==> config.mk <==
export PLATFORM = sky130hd
export DESIGN_NAME = cks_out_stage
export DESIGN_NICKNAME = d
export VERILOG_FILES = /design/src/design/cks_pkg.sv /design/src/design/cks_out_stage.sv
export SDC_FILE = /design/constraint.sdc
export NUM_CORES = 1
export LEC_CHECK = 0
export ABC_AREA = 1
export BUFFER_PORTS_ARGS = -buffer_cell sky130_fd_sc_hd__buf_2
export CAP_MARGIN = 15
export CORE_AREA = 3 3 174 176
export CTS_CLUSTER_SIZE = 30
export DETAILED_ROUTE_END_ITERATION = 7
export DIE_AREA = 0 0 177 179
export GPL_TIMING_DRIVEN = 1
export SYNTH_ARGS = -nofsm -noshare
export SYNTH_HDL_FRONTEND = slang
export SYNTH_SLANG_ARGS = --single-unit
==> constraint.sdc <==
create_clock -name aclk -period 26.4 [get_ports aclk]
set_input_delay 5.28 -clock aclk [delete_from_list [all_inputs] [get_ports aclk]]
set_output_delay 5.28 -clock aclk [all_outputs]
set_load 0.005 [all_outputs]
==> src/design/cks_pkg.sv <==
`timescale 1ns / 1ps

package cks_pkg;

    // Link states
    typedef enum logic [2:0] {
        ST_DISCONNECTED = 3'd0,
        ST_CONNECTING   = 3'd1,
        ST_CONNECTED    = 3'd2,
        ST_RECONNECTING = 3'd3,
        ST_TIMED_OUT    = 3'd4
    } link_state_t;

    // Event codes carried in func
    typedef enum logic [3:0] {
        FN_TICK        = 4'd0,
        FN_CONNECT     = 4'd1,
        FN_DISCONNECT  = 4'd2,
        FN_BYTES_SENT  = 4'd3,
        FN_BYTES_RECV  = 4'd4,
        FN_PKT_SENT    = 4'd5,
        FN_PKT_RECV    = 4'd6,
        FN_PKT_DROPPED = 4'd7,
        FN_RTT         = 4'd8,
        FN_HEARTBEAT   = 4'd9,
        FN_RESET_STATS = 4'd10,
        FN_QUERY       = 4'd11
    } func_t;

    // Configuration register indexes
    localparam int CFG_IDX_W = 3;
    typedef enum logic [CFG_IDX_W-1:0] {
        CFG_CONNECT_TIMEOUT = 3'd0,
        CFG_HB_INTERVAL     = 3'd1,
        CFG_HB_MISS_LIMIT   = 3'd2,
        CFG_RECONNECT_DELAY = 3'd3,
        CFG_MAX_RETRY       = 3'd4,
        CFG_MAX_BPS         = 3'd5,
        CFG_MAX_PACKET      = 3'd6
    } cfg_idx_t;

    localparam logic [15:0] RST_CONNECT_TIMEOUT = 16'd5000;
    localparam logic [15:0] RST_HB_INTERVAL     = 16'd1000;
    localparam logic [7:0]  RST_HB_MISS_LIMIT   = 8'd3;
    localparam logic [15:0] RST_RECONNECT_DELAY = 16'd2000;
    localparam logic [7:0]  RST_MAX_RETRY       = 8'd5;
    localparam logic [31:0] RST_MAX_BPS         = 32'd0;
    localparam logic [15:0] RST_MAX_PACKET      = 16'd1400;

    // One second in Q.8 milliseconds
    localparam logic [31:0] WINDOW_Q8 = 32'd256000;

    // Divide by ten: x * ceil(2^31 / 10) >> 31 is exact for x below 2^30
    localparam int          RTT_ACC_W  = 28;
    localparam int          RTT_SHIFT  = 31;
    localparam logic [RTT_ACC_W-1:0] RTT_RECIP = 28'd214748365;

    typedef struct packed {
        logic [15:0] connect_timeout_ms;
        logic [15:0] heartbeat_interval_ms;
        logic [7:0]  heartbeat_miss_limit;
        logic [15:0] reconnect_delay_ms;
        logic [7:0]  max_retry_attempts;
        logic [31:0] max_bytes_per_second;
        logic [15:0] max_packet_bytes;
    } cfg_t;

    typedef struct packed {
        logic [3:0]  func;
        logic [23:0] delta_time;
        logic [31:0] byte_count;
        logic [23:0] rtt_sample;
    } item_t;

    typedef struct packed {
        logic [2:0]  conn_state;
        logic        state_changed;
        logic        can_send;
        logic        size_valid;
        logic [7:0]  retry_count;
        logic [23:0] average_rtt;
        logic [23:0] peak_rtt;
        logic [31:0] total_bytes_out;
        logic [31:0] total_bytes_in;
        logic [31:0] packets_out;
        logic [31:0] packets_in;
        logic [31:0] packets_lost;
    } result_t;

    // Add and clamp at all ones
    function automatic logic [31:0] sat_add32(input logic [31:0] a, input logic [31:0] b);
        logic [32:0] sum;
        sum = {1'b0, a} + {1'b0, b};
        return sum[32] ? 32'hFFFF_FFFF : sum[31:0];
    endfunction

endpackage

==> src/design/cks_out_stage.sv <==
`timescale 1ns / 1ps

module cks_out_stage (
    input  logic             aclk,
    input  logic             aresetn,
    input  logic             in_valid,
    output logic             advance,
    input  cks_pkg::result_t in_result,
    output logic             m_valid,
    input  logic             m_ready,
    output cks_pkg::result_t m_result
);
    import cks_pkg::*;

    logic    valid_reg;
    result_t result_reg;

    // Load a new word when the register is empty or being drained
    assign advance = !valid_reg || m_ready;

    always_ff @(posedge aclk) begin
        if (!aresetn) begin
            valid_reg <= 1'b0;
        end else if (advance) begin
            valid_reg <= in_valid;
        end
    end

    always_ff @(posedge aclk) begin
        if (in_valid && advance) begin
            result_reg <= in_result;
        end
    end

    assign m_valid  = valid_reg;
    assign m_result = result_reg;

endmodule

==> run metrics <==
Peak supply drop 0.00004623 V; final core occ 0.3568; hold path cells 2; Initial Utilization 0.2334; synth warn 0; Seq cells post-synth 223; Clock Root Buffer clkbuf_16; die height 179 µm; final worst path period share 0.4140; Max FO, Critical Path 2; FFs w/ async S/R, synth 0; initial antenna violation count 4; CP Data Required Time 21.12 ns; pins over their slew limit 0; Antenna Nets Post-Route 0; layout cells sized above 1 0.6768; first-pass GRT wire length 24130 µm; drt pass-1 iters 4; # hold bufs at CTS 0; via count 4149; GRT Total Usage 0.1016; Seq/Total Area, Yosys 0.9953; final hold violation count 0; number of synthesized flops with an enable pin 222; post-synth top area share 0.9924; Worst EP arrival 5.65 ns; Avg Cell Area, Syn 29.33 µm²; GR Overflow Total 0; Synth cell types 7; Core ar. 0.02878 mm²; setup violators final 0; power density over cell area 77.40 mW/mm²; Die W 177 µm; count leader, synth edfxtp_1; largest area contributor in the netlist edfxtp_1; total die area 0.03168 mm²; Area Growth Syn to Fin 52.86%; Post-Route WL 18180 µm; fin cells 1113; Max Clk Rate 0.09150 GHz; clk_skew 0.02184 ns; Buffers on Ports 449; Synth top cells by count edfxtp_1, inv_1; Starting DRT DRC Count 133; actual slew at the worst max-slew pin 1.041 ns; relative slew slack 0.3057; Min-Delay Path Class reg2reg; Mapped Area 0.006718 mm²; clock sink total 223; Placed Cells 1065; CTS resizes 0; Via density 3.728; Setup TNS 0 ns; Primary FF master, synth edfxtp_1; maxcap violations 0; top post-synthesis cells by area edfxtp_1, dfxtp_1, a21oi_2, inv_1, nand2_2; Avg WL per Cell 16.34 µm; clk_lat worst skew 0.52 ns; Mapped Nets 455; minimum clock period 10.93 ns; post-placement cell area 0.009479 mm²; R2R depth 3; IO Pins 450; Worst Setup Start Kind input pin; class of the most critical setup path in2out; unrepaired setup endpoints after global routing false; LEAKAGE 4.340 nW; largest net degree at the start of global routing 84; Mapped Cells 229; Clock Path Buffers 3; CTS tree done; Reg clk slew, reported paths 0.06 ns; row cnt 62; Worst setup EP type primary output; vias in the first global route 4170; status complete, no violations; RD Place Congestion 0.7075; DP HPWL 13980 µm; H-tree Lvls 1; CTS buffer count 25; net total in the final layout 934; fin area 0.01027 mm²; DRC 0; postcts setup bufs 0
## cell usage in the layout (no fill, tap or decap)
cell type	count
buf_2	449
edfxtp_1	222
clkbuf_16	25
clkinv_1	9
clkinv_2	4
inv_6	3
buf_4	3
diode_2	2
inv_1	2
clkinvlp_4	2
bufinv_16	2
inv_2	1
nand2_2	1
a21oi_2	1
a21oi_4	1
clkbuf_1	1
dfxtp_1	1
## per-stage QoR
stage	hold slack [ns]	setup WS (ns)	power, W
6_report	0.5285	15.47	0.0007948
5_1_grt	0.5569	15.44	0.0008295
4_1_cts	0.5333	15.47	0.0008116
3_5_place_dp	0.5212	15.47	0.0004783
3_3_place_gp	0.5128	15.47	0.0004773
2_1_floorplan	0.4950	9.524	0.0004448
## where the power goes
group          internal (W)  leakage (nW)  switching (W)
clock network      0.000193         0.381       0.000133
registers          0.000415          2.16     0.00000486
logic             0.0000243          1.80      0.0000250
## final cells by class
class / instances / area [µm²]
antenna: 2 / 5.005
clock buffer: 26 / 629.4
timing repair buffer: 452 / 2270
fill: 2816 / 18510
sequential: 223 / 6686
clock inverter: 20 / 155.1
multi-input combinational: 3 / 31.28
tap: 384 / 480.5
inverter: 3 / 11.26
## state kept, by name (all words and copies together), names as in the netlist
signal and cells:
m_valid 1, m_result 222
## worst max-delay path, cell delays in order
cell and delay [ns]:
buf_2 0.10, inv_2 0.07, nand2_2 0.06, buf_2 0.14
## path summary, 6_finish.rpt
path | start | end | slack, ns
worst max-delay path | m_ready | advance | 15.47
worst min-delay path | m_valid$_SDFFE_PN0P_ | m_valid$_SDFFE_PN0P_ | 0.53
worst max register to register | m_valid$_SDFFE_PN0P_ | m_result[86]$_DFFE_PP_ | 23.88
worst min register to register | m_valid$_SDFFE_PN0P_ | m_valid$_SDFFE_PN0P_ | 0.53
## per-layer routing
metal,global-route usage,vias to the layer above,routed length [µm]
met4,0.03666,6,538
met2,0.1835,295,9213
met1,0.09791,1919,5816
met3,0.05464,31,2573
li1,-,1898,-
met5,0,-,41
## cells by family (layout without fill, tap and decap cells)
logic type / Yosys count / after routing / synth area share
other: 0 / 2 / 0
AO/OA/AOI/OAI: 2 / 2 / 0.002048
buffers and inverters: 3 / 501 / 0.001676
AND/OR/NAND/NOR: 1 / 1 / 0.0009319
flip-flops: 223 / 223 / 0.9953
Power figures use the tool's default switching activity.
