===== src/design/cks_pkg.sv =====
`timescale 1ns / 1ps

package cks_pkg;

    // Link states
    typedef enum logic [2:0] {
        ST_DISCONNECTED = 3'd0,
        ST_CONNECTING   = 3'd1,
        ST_CONNECTED    = 3'd2,
        ST_RECONNECTING = 3'd3,
        ST_TIMED_OUT    = 3'd4
    } link_state_t;

    // Event codes carried in func
    typedef enum logic [3:0] {
        FN_TICK        = 4'd0,
        FN_CONNECT     = 4'd1,
        FN_DISCONNECT  = 4'd2,
        FN_BYTES_SENT  = 4'd3,
        FN_BYTES_RECV  = 4'd4,
        FN_PKT_SENT    = 4'd5,
        FN_PKT_RECV    = 4'd6,
        FN_PKT_DROPPED = 4'd7,
        FN_RTT         = 4'd8,
        FN_HEARTBEAT   = 4'd9,
        FN_RESET_STATS = 4'd10,
        FN_QUERY       = 4'd11
    } func_t;

    // Configuration register indexes
    localparam int CFG_IDX_W = 3;
    typedef enum logic [CFG_IDX_W-1:0] {
        CFG_CONNECT_TIMEOUT = 3'd0,
        CFG_HB_INTERVAL     = 3'd1,
        CFG_HB_MISS_LIMIT   = 3'd2,
        CFG_RECONNECT_DELAY = 3'd3,
        CFG_MAX_RETRY       = 3'd4,
        CFG_MAX_BPS         = 3'd5,
        CFG_MAX_PACKET      = 3'd6
    } cfg_idx_t;

    localparam logic [15:0] RST_CONNECT_TIMEOUT = 16'd5000;
    localparam logic [15:0] RST_HB_INTERVAL     = 16'd1000;
    localparam logic [7:0]  RST_HB_MISS_LIMIT   = 8'd3;
    localparam logic [15:0] RST_RECONNECT_DELAY = 16'd2000;
    localparam logic [7:0]  RST_MAX_RETRY       = 8'd5;
    localparam logic [31:0] RST_MAX_BPS         = 32'd0;
    localparam logic [15:0] RST_MAX_PACKET      = 16'd1400;

    // One second in Q.8 milliseconds
    localparam logic [31:0] WINDOW_Q8 = 32'd256000;

    // Divide by ten: x * ceil(2^31 / 10) >> 31 is exact for x below 2^30
    localparam int          RTT_ACC_W  = 28;
    localparam int          RTT_SHIFT  = 31;
    localparam logic [RTT_ACC_W-1:0] RTT_RECIP = 28'd214748365;

    typedef struct packed {
        logic [15:0] connect_timeout_ms;
        logic [15:0] heartbeat_interval_ms;
        logic [7:0]  heartbeat_miss_limit;
        logic [15:0] reconnect_delay_ms;
        logic [7:0]  max_retry_attempts;
        logic [31:0] max_bytes_per_second;
        logic [15:0] max_packet_bytes;
    } cfg_t;

    typedef struct packed {
        logic [3:0]  func;
        logic [23:0] delta_time;
        logic [31:0] byte_count;
        logic [23:0] rtt_sample;
    } item_t;

    typedef struct packed {
        logic [2:0]  conn_state;
        logic        state_changed;
        logic        can_send;
        logic        size_valid;
        logic [7:0]  retry_count;
        logic [23:0] average_rtt;
        logic [23:0] peak_rtt;
        logic [31:0] total_bytes_out;
        logic [31:0] total_bytes_in;
        logic [31:0] packets_out;
        logic [31:0] packets_in;
        logic [31:0] packets_lost;
    } result_t;

    // Add and clamp at all ones
    function automatic logic [31:0] sat_add32(input logic [31:0] a, input logic [31:0] b);
        logic [32:0] sum;
        sum = {1'b0, a} + {1'b0, b};
        return sum[32] ? 32'hFFFF_FFFF : sum[31:0];
    endfunction

endpackage


===== src/design/cks_in_stage.sv =====
`timescale 1ns / 1ps

module cks_in_stage (
    input  logic           aclk,
    input  logic           aresetn,
    input  logic           s_valid,
    output logic           s_ready,
    input  cks_pkg::item_t s_item,
    input  logic           advance,
    output logic           item_valid,
    output cks_pkg::item_t item
);
    import cks_pkg::*;

    logic  valid_reg;
    item_t item_reg;

    // Take a word whenever the held one is empty or moves on this cycle
    assign s_ready = !valid_reg || advance;

    always_ff @(posedge aclk) begin
        if (!aresetn) begin
            valid_reg <= 1'b0;
        end else if (s_ready) begin
            valid_reg <= s_valid;
        end
    end

    always_ff @(posedge aclk) begin
        if (s_valid && s_ready) begin
            item_reg <= s_item;
        end
    end

    assign item_valid = valid_reg;
    assign item       = item_reg;

endmodule


===== config.mk =====
export PLATFORM = sky130hd
export DESIGN_NAME = cks_in_stage
export DESIGN_NICKNAME = d
export VERILOG_FILES = /design/src/design/cks_pkg.sv /design/src/design/cks_in_stage.sv
export SDC_FILE = /design/constraint.sdc
export NUM_CORES = 1
export LEC_CHECK = 0
export BUFFER_PORTS_ARGS = -buffer_cell sky130_fd_sc_hd__buf_2
export CAP_MARGIN = 25
export CORE_MARGIN = 2
export CORE_UTILIZATION = 44
export CTS_BUF_LIST = sky130_fd_sc_hd__clkbuf_8 sky130_fd_sc_hd__clkbuf_16
export CTS_CLUSTER_SIZE = 12
export DETAILED_ROUTE_END_ITERATION = 6
export PLACE_DENSITY = 0.84
export REMOVE_ABC_BUFFERS = 1
export SLEW_MARGIN = 20
export SYNTH_ARGS = -nofsm -noshare
export SYNTH_HDL_FRONTEND = slang
export SYNTH_SLANG_ARGS = --single-unit

===== constraint.sdc =====
create_clock -name aclk -period 3 [get_ports aclk]
set_clock_uncertainty 0.2 [all_clocks]
set_input_delay 0.15 -clock aclk [delete_from_list [all_inputs] [get_ports aclk]]
set_output_delay 0.15 -clock aclk [all_outputs]
set_load 0.01 [all_outputs]

==> flow_summary.yaml <==
critical_path:
  crit_path_end_kind: "flop"
  r2r_slack_ns: 1.11
  r2r_cells: 3
  critical-path-slowest-cell: "and2_4"
  cp_max_fo: 49
  cp.buffers_inverters: 1
  crit_end: "item[74]"
  startpoint_type: "flop"
  slowest_delay_ns: 0.58
  worstSetupStartpoint: "item_valid"
  cp_top_family: "simple AND/OR/NAND/NOR gates"
  rr_endpoint: "item[74]"
  crit_arrival_ns: 1.73
  critPathRequiredTime_ns: 2.84
  crit_type: "flop to flop"
  timing.rr.start: "item_valid"
  cp_num_cells: 3
  crit_chain: "nand2b_4 > and2_4 > buf_12"
detailed_routing:
  postRouteAntennaNets: 0
  viasPerCell: 4.59
  wl_mm: 8.34
  routedWlPerCell_um: 19.1
  drt_first_iter_violations: 115
  via_count: 2001
  drc_errors: 0
  firstDrtPassIters: 4
layout:
  syn_to_final_growth_pct: 79.4
  nets: 448
  largest_reg_flops: 84
  final_cell_count_no_fill: 436
  final_cell_mix: "173 x buf_2, 86 x dlygate4sd3_1, 84 x edfxtp_1"
  mostFrequentLayoutCell: "buf_2"
  stdcell_area_um2: 4630
  drive_gt1_share_pct: 52.5
  n_antenna_cell: 0
grt:
  grt_pass1_vias: 2281
  grt_pass1_wl_mm: 11.9
  grt_overflow: 0
  grt_max_degree: 50
  grt_use_total_pct: 27.3
  grt_antenna_before_repair: 0
clock_network:
  clk_pin_slew_ns: 0.09
  cts.path.max_buffers: 2
  cts_root_buf: "clkbuf_8"
  cts_buffers: 9
  insertion_delay_ns: 0.35
  cts_tree: "yes"
  htree_levels: 3
  cts_resized: 0
  clock-sinks: 85
  post_cts_buffers: 0
floorplan:
  initial_core_util_pct: 46.3
  coreArea_um2: 5570
  die_y_um: 80.6
  pin_count: 174
  std_cell_rows: 27
  dieWidth_um: 80.6
  dieArea_um2: 6490
timing:
  fin_crit_ns: 1.89
  slew_violations: 0
  tightest_slew_ns: 0.640
  slew_headroom_pct: 57.3
  worst_slack_ns: 1.11
  post-route-period-util_pct: 62.9
  finalHoldViolCount: 0
  setup_tns_ns: 0
  setup_violations: 0
  timing.fmax_ghz: 0.530
  rsz0062_at_grt: "no"
placement:
  place_hpwl_mm: 4.43
  pre_cts_ws_ns: 1.18
  io_buffers: 173
  place_area_um2: 3560
  gp_congestion: 0.706
  place_inst: 335
hold_path:
  min_path_type: "input pin to flop"
status:
  status: "finished, final reports clean"
power_and_ir_drop:
  ir_worst_vdd_mv: 0.460
  powerDensity_nw_per_um2: 555
  p_leak_nw: 1.99
synth:
  synth_area_um2: 2580
  synth.distinct_cells: 6
  yosysSeqAreaShare_pct: 98.5
  syn_area_per_cell_um2: 29.0
  ys_ff_latch: 85
  ys_warn_count: 0
  netlist_instances: 89
run:
  drv_cap: 0
[metrics by stage]
step / hold WS, ns / utilization, % / power, mW
3_5_place_dp: 0.128 / 63.8 / 1.63
2_1_floorplan: 0.0489 / - / 1.49
4_1_cts: 0.289 / 83.0 / 2.56
3_3_place_gp: 0.127 / 63.8 / 1.62
5_1_grt: 0.276 / 83.0 / 2.66
6_report: 0.297 / 83.0 / 2.57
[Yosys cell counts]
library cell,count,area [um2]
a21boi_2,1,11.3
and2_4,1,8.76
dfxtp_1,1,20.0
edfxtp_1,84,2520
inv_1,1,3.75
nand2b_4,1,13.8
[timing repair]
action | CTS | global route
endpoints found under the setup margin | 0 | 0
hold buffers | 86 | 0
hold endpoints to repair | 85 | 0
[routing by layer]
layer  routed length (um)  global-route usage (%)  vias to the layer above
met5                    0                       0                        -
met4                  269                    11.9                        0
met3                  778                    12.6                       27
met2                 4520                    49.2                      127
met1                 2770                    26.6                      951
li1                     -                       -                      896
[power by group]
group          switching [mW]  internal, mW  total, mW  leakage, nW
clock                   0.403         0.464      0.867       0.0994
sequential             0.0220          1.39       1.41        0.821
combinational           0.133         0.161      0.294         1.07
[cell families after synthesis]
logic type	synth area share [%]
compound gates	0.436
simple gates	0.873
buf+inv	0.145
flops	98.5
[worst min-delay path by stage]
stage / to / cells after the start / start / slack [ns]
6_report: item[9] / 2 / s_item[9] / 0.30
3_5_place_dp: item[21] / 1 / s_item[21] / 0.13
4_1_cts: item[45] / 2 / s_item[45] / 0.29
2_1_floorplan: item[0] / 0 / s_item[0] / 0.05
3_3_place_gp: item[5] / 1 / s_item[5] / 0.13
5_1_grt: item[5] / 2 / s_item[5] / 0.28
[layout make-up]
class,instances,area [um2]
Clock buffer,9,124
Clock inverter,6,87.6
Fill cell,250,946
Inverter,1,3.75
Multi-Input combinational cell,3,33.8
Sequential cell,85,2540
Tap cell,72,90.1
Timing Repair Buffer,260,1750
Power figures use the tool's default switching activity.
