===== config.mk =====
export PLATFORM = sky130hd
export DESIGN_NAME = cks_cfg_regs
export DESIGN_NICKNAME = d
export VERILOG_FILES = /design/src/design/cks_pkg.sv /design/src/design/cks_cfg_regs.sv
export SDC_FILE = /design/constraint.sdc
export NUM_CORES = 1
export LEC_CHECK = 0
export ABC_AREA = 1
export BUFFER_PORTS_ARGS = -buffer_cell sky130_fd_sc_hd__buf_2
export CORE_MARGIN = 2
export CORE_UTILIZATION = 40
export DETAILED_ROUTE_END_ITERATION = 8
export HOLD_SLACK_MARGIN = 0.12
export PLACE_DENSITY = 0.66
export SYNTH_ARGS = -nofsm -noshare
export SYNTH_HDL_FRONTEND = slang
export SYNTH_SLANG_ARGS = --single-unit

===== constraint.sdc =====
create_clock -name aclk -period 1.7 [get_ports aclk]
set_clock_uncertainty 0.2 [all_clocks]
set_input_delay 0.17 -clock aclk [delete_from_list [all_inputs] [get_ports aclk]]
set_output_delay 0.17 -clock aclk [all_outputs]
set_load 0.005 [all_outputs]

===== src/design/cks_pkg.sv =====
`timescale 1ns / 1ps

package cks_pkg;

    // Link states
    typedef enum logic [2:0] {
        ST_DISCONNECTED = 3'd0,
        ST_CONNECTING   = 3'd1,
        ST_CONNECTED    = 3'd2,
        ST_RECONNECTING = 3'd3,
        ST_TIMED_OUT    = 3'd4
    } link_state_t;

    // Event codes carried in func
    typedef enum logic [3:0] {
        FN_TICK        = 4'd0,
        FN_CONNECT     = 4'd1,
        FN_DISCONNECT  = 4'd2,
        FN_BYTES_SENT  = 4'd3,
        FN_BYTES_RECV  = 4'd4,
        FN_PKT_SENT    = 4'd5,
        FN_PKT_RECV    = 4'd6,
        FN_PKT_DROPPED = 4'd7,
        FN_RTT         = 4'd8,
        FN_HEARTBEAT   = 4'd9,
        FN_RESET_STATS = 4'd10,
        FN_QUERY       = 4'd11
    } func_t;

    // Configuration register indexes
    localparam int CFG_IDX_W = 3;
    typedef enum logic [CFG_IDX_W-1:0] {
        CFG_CONNECT_TIMEOUT = 3'd0,
        CFG_HB_INTERVAL     = 3'd1,
        CFG_HB_MISS_LIMIT   = 3'd2,
        CFG_RECONNECT_DELAY = 3'd3,
        CFG_MAX_RETRY       = 3'd4,
        CFG_MAX_BPS         = 3'd5,
        CFG_MAX_PACKET      = 3'd6
    } cfg_idx_t;

    localparam logic [15:0] RST_CONNECT_TIMEOUT = 16'd5000;
    localparam logic [15:0] RST_HB_INTERVAL     = 16'd1000;
    localparam logic [7:0]  RST_HB_MISS_LIMIT   = 8'd3;
    localparam logic [15:0] RST_RECONNECT_DELAY = 16'd2000;
    localparam logic [7:0]  RST_MAX_RETRY       = 8'd5;
    localparam logic [31:0] RST_MAX_BPS         = 32'd0;
    localparam logic [15:0] RST_MAX_PACKET      = 16'd1400;

    // One second in Q.8 milliseconds
    localparam logic [31:0] WINDOW_Q8 = 32'd256000;

    // Divide by ten: x * ceil(2^31 / 10) >> 31 is exact for x below 2^30
    localparam int          RTT_ACC_W  = 28;
    localparam int          RTT_SHIFT  = 31;
    localparam logic [RTT_ACC_W-1:0] RTT_RECIP = 28'd214748365;

    typedef struct packed {
        logic [15:0] connect_timeout_ms;
        logic [15:0] heartbeat_interval_ms;
        logic [7:0]  heartbeat_miss_limit;
        logic [15:0] reconnect_delay_ms;
        logic [7:0]  max_retry_attempts;
        logic [31:0] max_bytes_per_second;
        logic [15:0] max_packet_bytes;
    } cfg_t;

    typedef struct packed {
        logic [3:0]  func;
        logic [23:0] delta_time;
        logic [31:0] byte_count;
        logic [23:0] rtt_sample;
    } item_t;

    typedef struct packed {
        logic [2:0]  conn_state;
        logic        state_changed;
        logic        can_send;
        logic        size_valid;
        logic [7:0]  retry_count;
        logic [23:0] average_rtt;
        logic [23:0] peak_rtt;
        logic [31:0] total_bytes_out;
        logic [31:0] total_bytes_in;
        logic [31:0] packets_out;
        logic [31:0] packets_in;
        logic [31:0] packets_lost;
    } result_t;

    // Add and clamp at all ones
    function automatic logic [31:0] sat_add32(input logic [31:0] a, input logic [31:0] b);
        logic [32:0] sum;
        sum = {1'b0, a} + {1'b0, b};
        return sum[32] ? 32'hFFFF_FFFF : sum[31:0];
    endfunction

endpackage


===== src/design/cks_cfg_regs.sv =====
`timescale 1ns / 1ps

module cks_cfg_regs (
    input  logic                           aclk,
    input  logic                           aresetn,
    input  logic                           cfg_we,
    input  logic [cks_pkg::CFG_IDX_W-1:0]  cfg_index,
    input  logic [31:0]                    cfg_wdata,
    output cks_pkg::cfg_t                  cfg
);
    import cks_pkg::*;

    cfg_t cfg_reg;

    // Write the addressed register, drop writes beyond the list
    always_ff @(posedge aclk) begin
        if (!aresetn) begin
            cfg_reg.connect_timeout_ms    <= RST_CONNECT_TIMEOUT;
            cfg_reg.heartbeat_interval_ms <= RST_HB_INTERVAL;
            cfg_reg.heartbeat_miss_limit  <= RST_HB_MISS_LIMIT;
            cfg_reg.reconnect_delay_ms    <= RST_RECONNECT_DELAY;
            cfg_reg.max_retry_attempts    <= RST_MAX_RETRY;
            cfg_reg.max_bytes_per_second  <= RST_MAX_BPS;
            cfg_reg.max_packet_bytes      <= RST_MAX_PACKET;
        end else if (cfg_we) begin
            case (cfg_idx_t'(cfg_index))
                CFG_CONNECT_TIMEOUT: cfg_reg.connect_timeout_ms    <= cfg_wdata[15:0];
                CFG_HB_INTERVAL:     cfg_reg.heartbeat_interval_ms <= cfg_wdata[15:0];
                CFG_HB_MISS_LIMIT:   cfg_reg.heartbeat_miss_limit  <= cfg_wdata[7:0];
                CFG_RECONNECT_DELAY: cfg_reg.reconnect_delay_ms    <= cfg_wdata[15:0];
                CFG_MAX_RETRY:       cfg_reg.max_retry_attempts    <= cfg_wdata[7:0];
                CFG_MAX_BPS:         cfg_reg.max_bytes_per_second  <= cfg_wdata;
                CFG_MAX_PACKET:      cfg_reg.max_packet_bytes      <= cfg_wdata[15:0];
                default: begin
                end
            endcase
        end
    end

    assign cfg = cfg_reg;

endmodule


==> reports/metrics.csv <==
metric,value,unit
hp-start,cfg_index[1],
max_slew_margin,41.4,%
setup_violations,0,
antenna_cells,0,
cp.required,1790,ps
status,"finished, final reports clean",
r2r-start,cfg[5],
place_congestion,0.772,
ys.flop_type,dfxtp_1,
r2r_cells,3,
hold_path_depth,5,
syn_avg_cell_area,7.06,um2
min_to,cfg[88],
numCtsBuffers,9,
post-dp-hpwl,9030,um
largest_reg_flops,112,
syn_to_final_growth,35.8,%
power_frac_clock,33.6,%
leakagePower,0.00299,uW
final_antenna_net_count,0,
vias,4542,
tritoncts,yes,
fin_crit_sh,94.8,%
cap_violations,0,
grt_pass1_wl,21200,um
cpMostUsedCell,dlygate4sd3_1,
io_pins,150,
holdWs,146,ps
cts_sinks,112,
syn_area,0.00444,mm2
path_cells,dlygate4sd3_1 -> buf_2 -> inv_2 -> nand3_1 -> nand2_1 -> dlygate4sd3_1 -> nor2_1,
rsz0062_at_grt,false,
die_w,109,um
syn-instance-count,629,
comb_power_share,13.3,%
ys_ff_latch,112,
wire_per_inst,14.3,um
crit_fanout,3,
root_buffer,clkbuf_8,
grt_pass1_vias,4279,
cp.arrival,1700,ps
dieArea,0.0120,mm2
fin_crit,1610,ps
synthDistinctLibCells,14,
synth-async-reset-ratio,0,%
p_switching,1350,uW
synth_common_cells,"nor2_1, nand2_1, dfxtp_1, nand3_1, inv_1",
drc,0,
grt_overflow,0,
core_area,0.0108,mm2
grt_max_degree,49,
num_rows,38,
clk_latency,380,ps
critPathBufInv,4,
dieHeight,109,um
crit_family,buffers and inverters,
cts_buffer_depth,2,
drt_first_pass_iters,5,
timing.fmax,620,MHz
ys_warn_count,0,
crit_type,in2reg,
min_path_type,in2reg,
fin_nets,849,
critPathCaptureType,flip-flop,
cp_slowest_cell,dlygate4sd3_1,
cp-start-kind,input pin,
initial_core_util,40.9,%
slew_viol_final,0,
drive_gt1_share,23.8,%
p_int,3850,uW
powerDensity,863,mW/mm2
yosys.cell_count.top_type,nor2_1,
tightest_slew,879,ps
ys_seq_area_share,50.5,%
io_buffers,149,
r2r-end,cfg[5],
max-vdd-ir-drop,0.000432,V
drtIter0Drc,343,
h-tree-depth,3,
pwr-share-seq,53.1,%
grt.total_usage,23.1,%
hold_viol,0,
via_per_inst,4.75,
synth_top_area_cell,dfxtp_1,
syn_nets,667,
synth_edf_count,0,
netlist.area_leader.share,50.5,%
r2r_slack,380,ps
cts.clk_slew.worst_paths,100,ps
tns,0,ps
swShare,25.9,%
antenna_found_initial,0,
synth.area.top_cells,"dfxtp_1, nor2_1, nand2_1",
final.fill_count,1067,
drt-total-wl,13700,um
slowest_delay,540,ps
==> stage by stage <==
stage | utilization, % | worst slack [ps] | cell area [um2] | std cells | total power (uW)
final | 55.6 | 87.9 | 6030 | 956 | 5200
after global routing | 55.6 | 19.2 | 6030 | 956 | 5420
after CTS | 55.4 | 5.84 | 6010 | 955 | 5240
after detailed placement | 49.0 | 219 | 5310 | 892 | 3420
after global placement | 49.0 | 303 | 5310 | 892 | 3400
after floorplan | - | 562 | 4440 | 629 | 3160
==> worst min-delay path, stage by stage <==
cell and delay (ps):
buf_2 160, nor2_4 70, nand2_1 160, nand2_1 70, nand3_1 60
==> cells in the final DEF (no fill, tap or decap), drive strengths merged, types with 2 or more instances in the layout <==
cell type / n
clkinvlp: 3
nor2: 181
dfxtp: 112
nand3: 112
nand2: 151
clkbuf: 10
bufinv: 2
buf: 160
inv: 38
dlygate4sd3: 44
dlymetal6s4s: 2
==> kinds of logic (layout without fill, tap and decap cells) <==
group | count (synthesis) | count (layout) | synth area share [%]
buffers and inverters | 73 | 260 | 7.36
flip-flops | 112 | 112 | 50.5
AND/OR/NAND/NOR | 444 | 444 | 42.1
==> what timing repair did <==
action,CTS,global route
endpoints found under the hold margin,107,0
hold buffers,47,0
endpoints found under the setup margin,0,37
setup buffers,0,1
resized for setup,0,6
==> power by group through the flow <==
stage          Clock [uW]  Sequential [uW]  Combinational [uW]
4_1_cts              1790             2760                 686
3_5_place_dp            0             2820                 595
5_1_grt              1870             2770                 772
6_report             1750             2760                 693
3_3_place_gp            0             2820                 584
2_1_floorplan           0             2830                 328
==> worst max path at each step <==
stage | to | cells past startpoint | start
4_1_cts | cfg[11] | 5 | aresetn
5_1_grt | cfg[95] | 7 | cfg_wdata[15]
3_3_place_gp | cfg[8] | 6 | cfg_index[1]
6_report | cfg[90] | 7 | cfg_wdata[10]
3_5_place_dp | cfg[3] | 6 | cfg_index[1]
2_1_floorplan | cfg[55] | 5 | cfg_index[0]
==> layer usage <==
metal | track usage (%) | wire (um) | vias up
met5 | 0 | 0 | -
li1 | - | - | 2306
met3 | 4.98 | 1040 | 14
met1 | 30.1 | 5950 | 2069
met4 | 7.69 | 201 | 0
met2 | 38.2 | 6500 | 153
==> layout make-up <==
| cell class | count | area, um2 | area share [%] |
|---|---|---|---|
| Inverter | 38 | 150 | 2.49 |
| Timing Repair Buffer | 206 | 1370 | 22.7 |
| Clock buffer | 10 | 128 | 2.12 |
| Clock inverter | 6 | 90.1 | 1.49 |
| Multi-Input combinational cell | 444 | 1870 | 31.1 |
| Tap cell | 140 | 175 | 2.91 |
| Sequential cell | 112 | 2240 | 37.2 |
No activity file was read; power rests on OpenSTA's default activity.
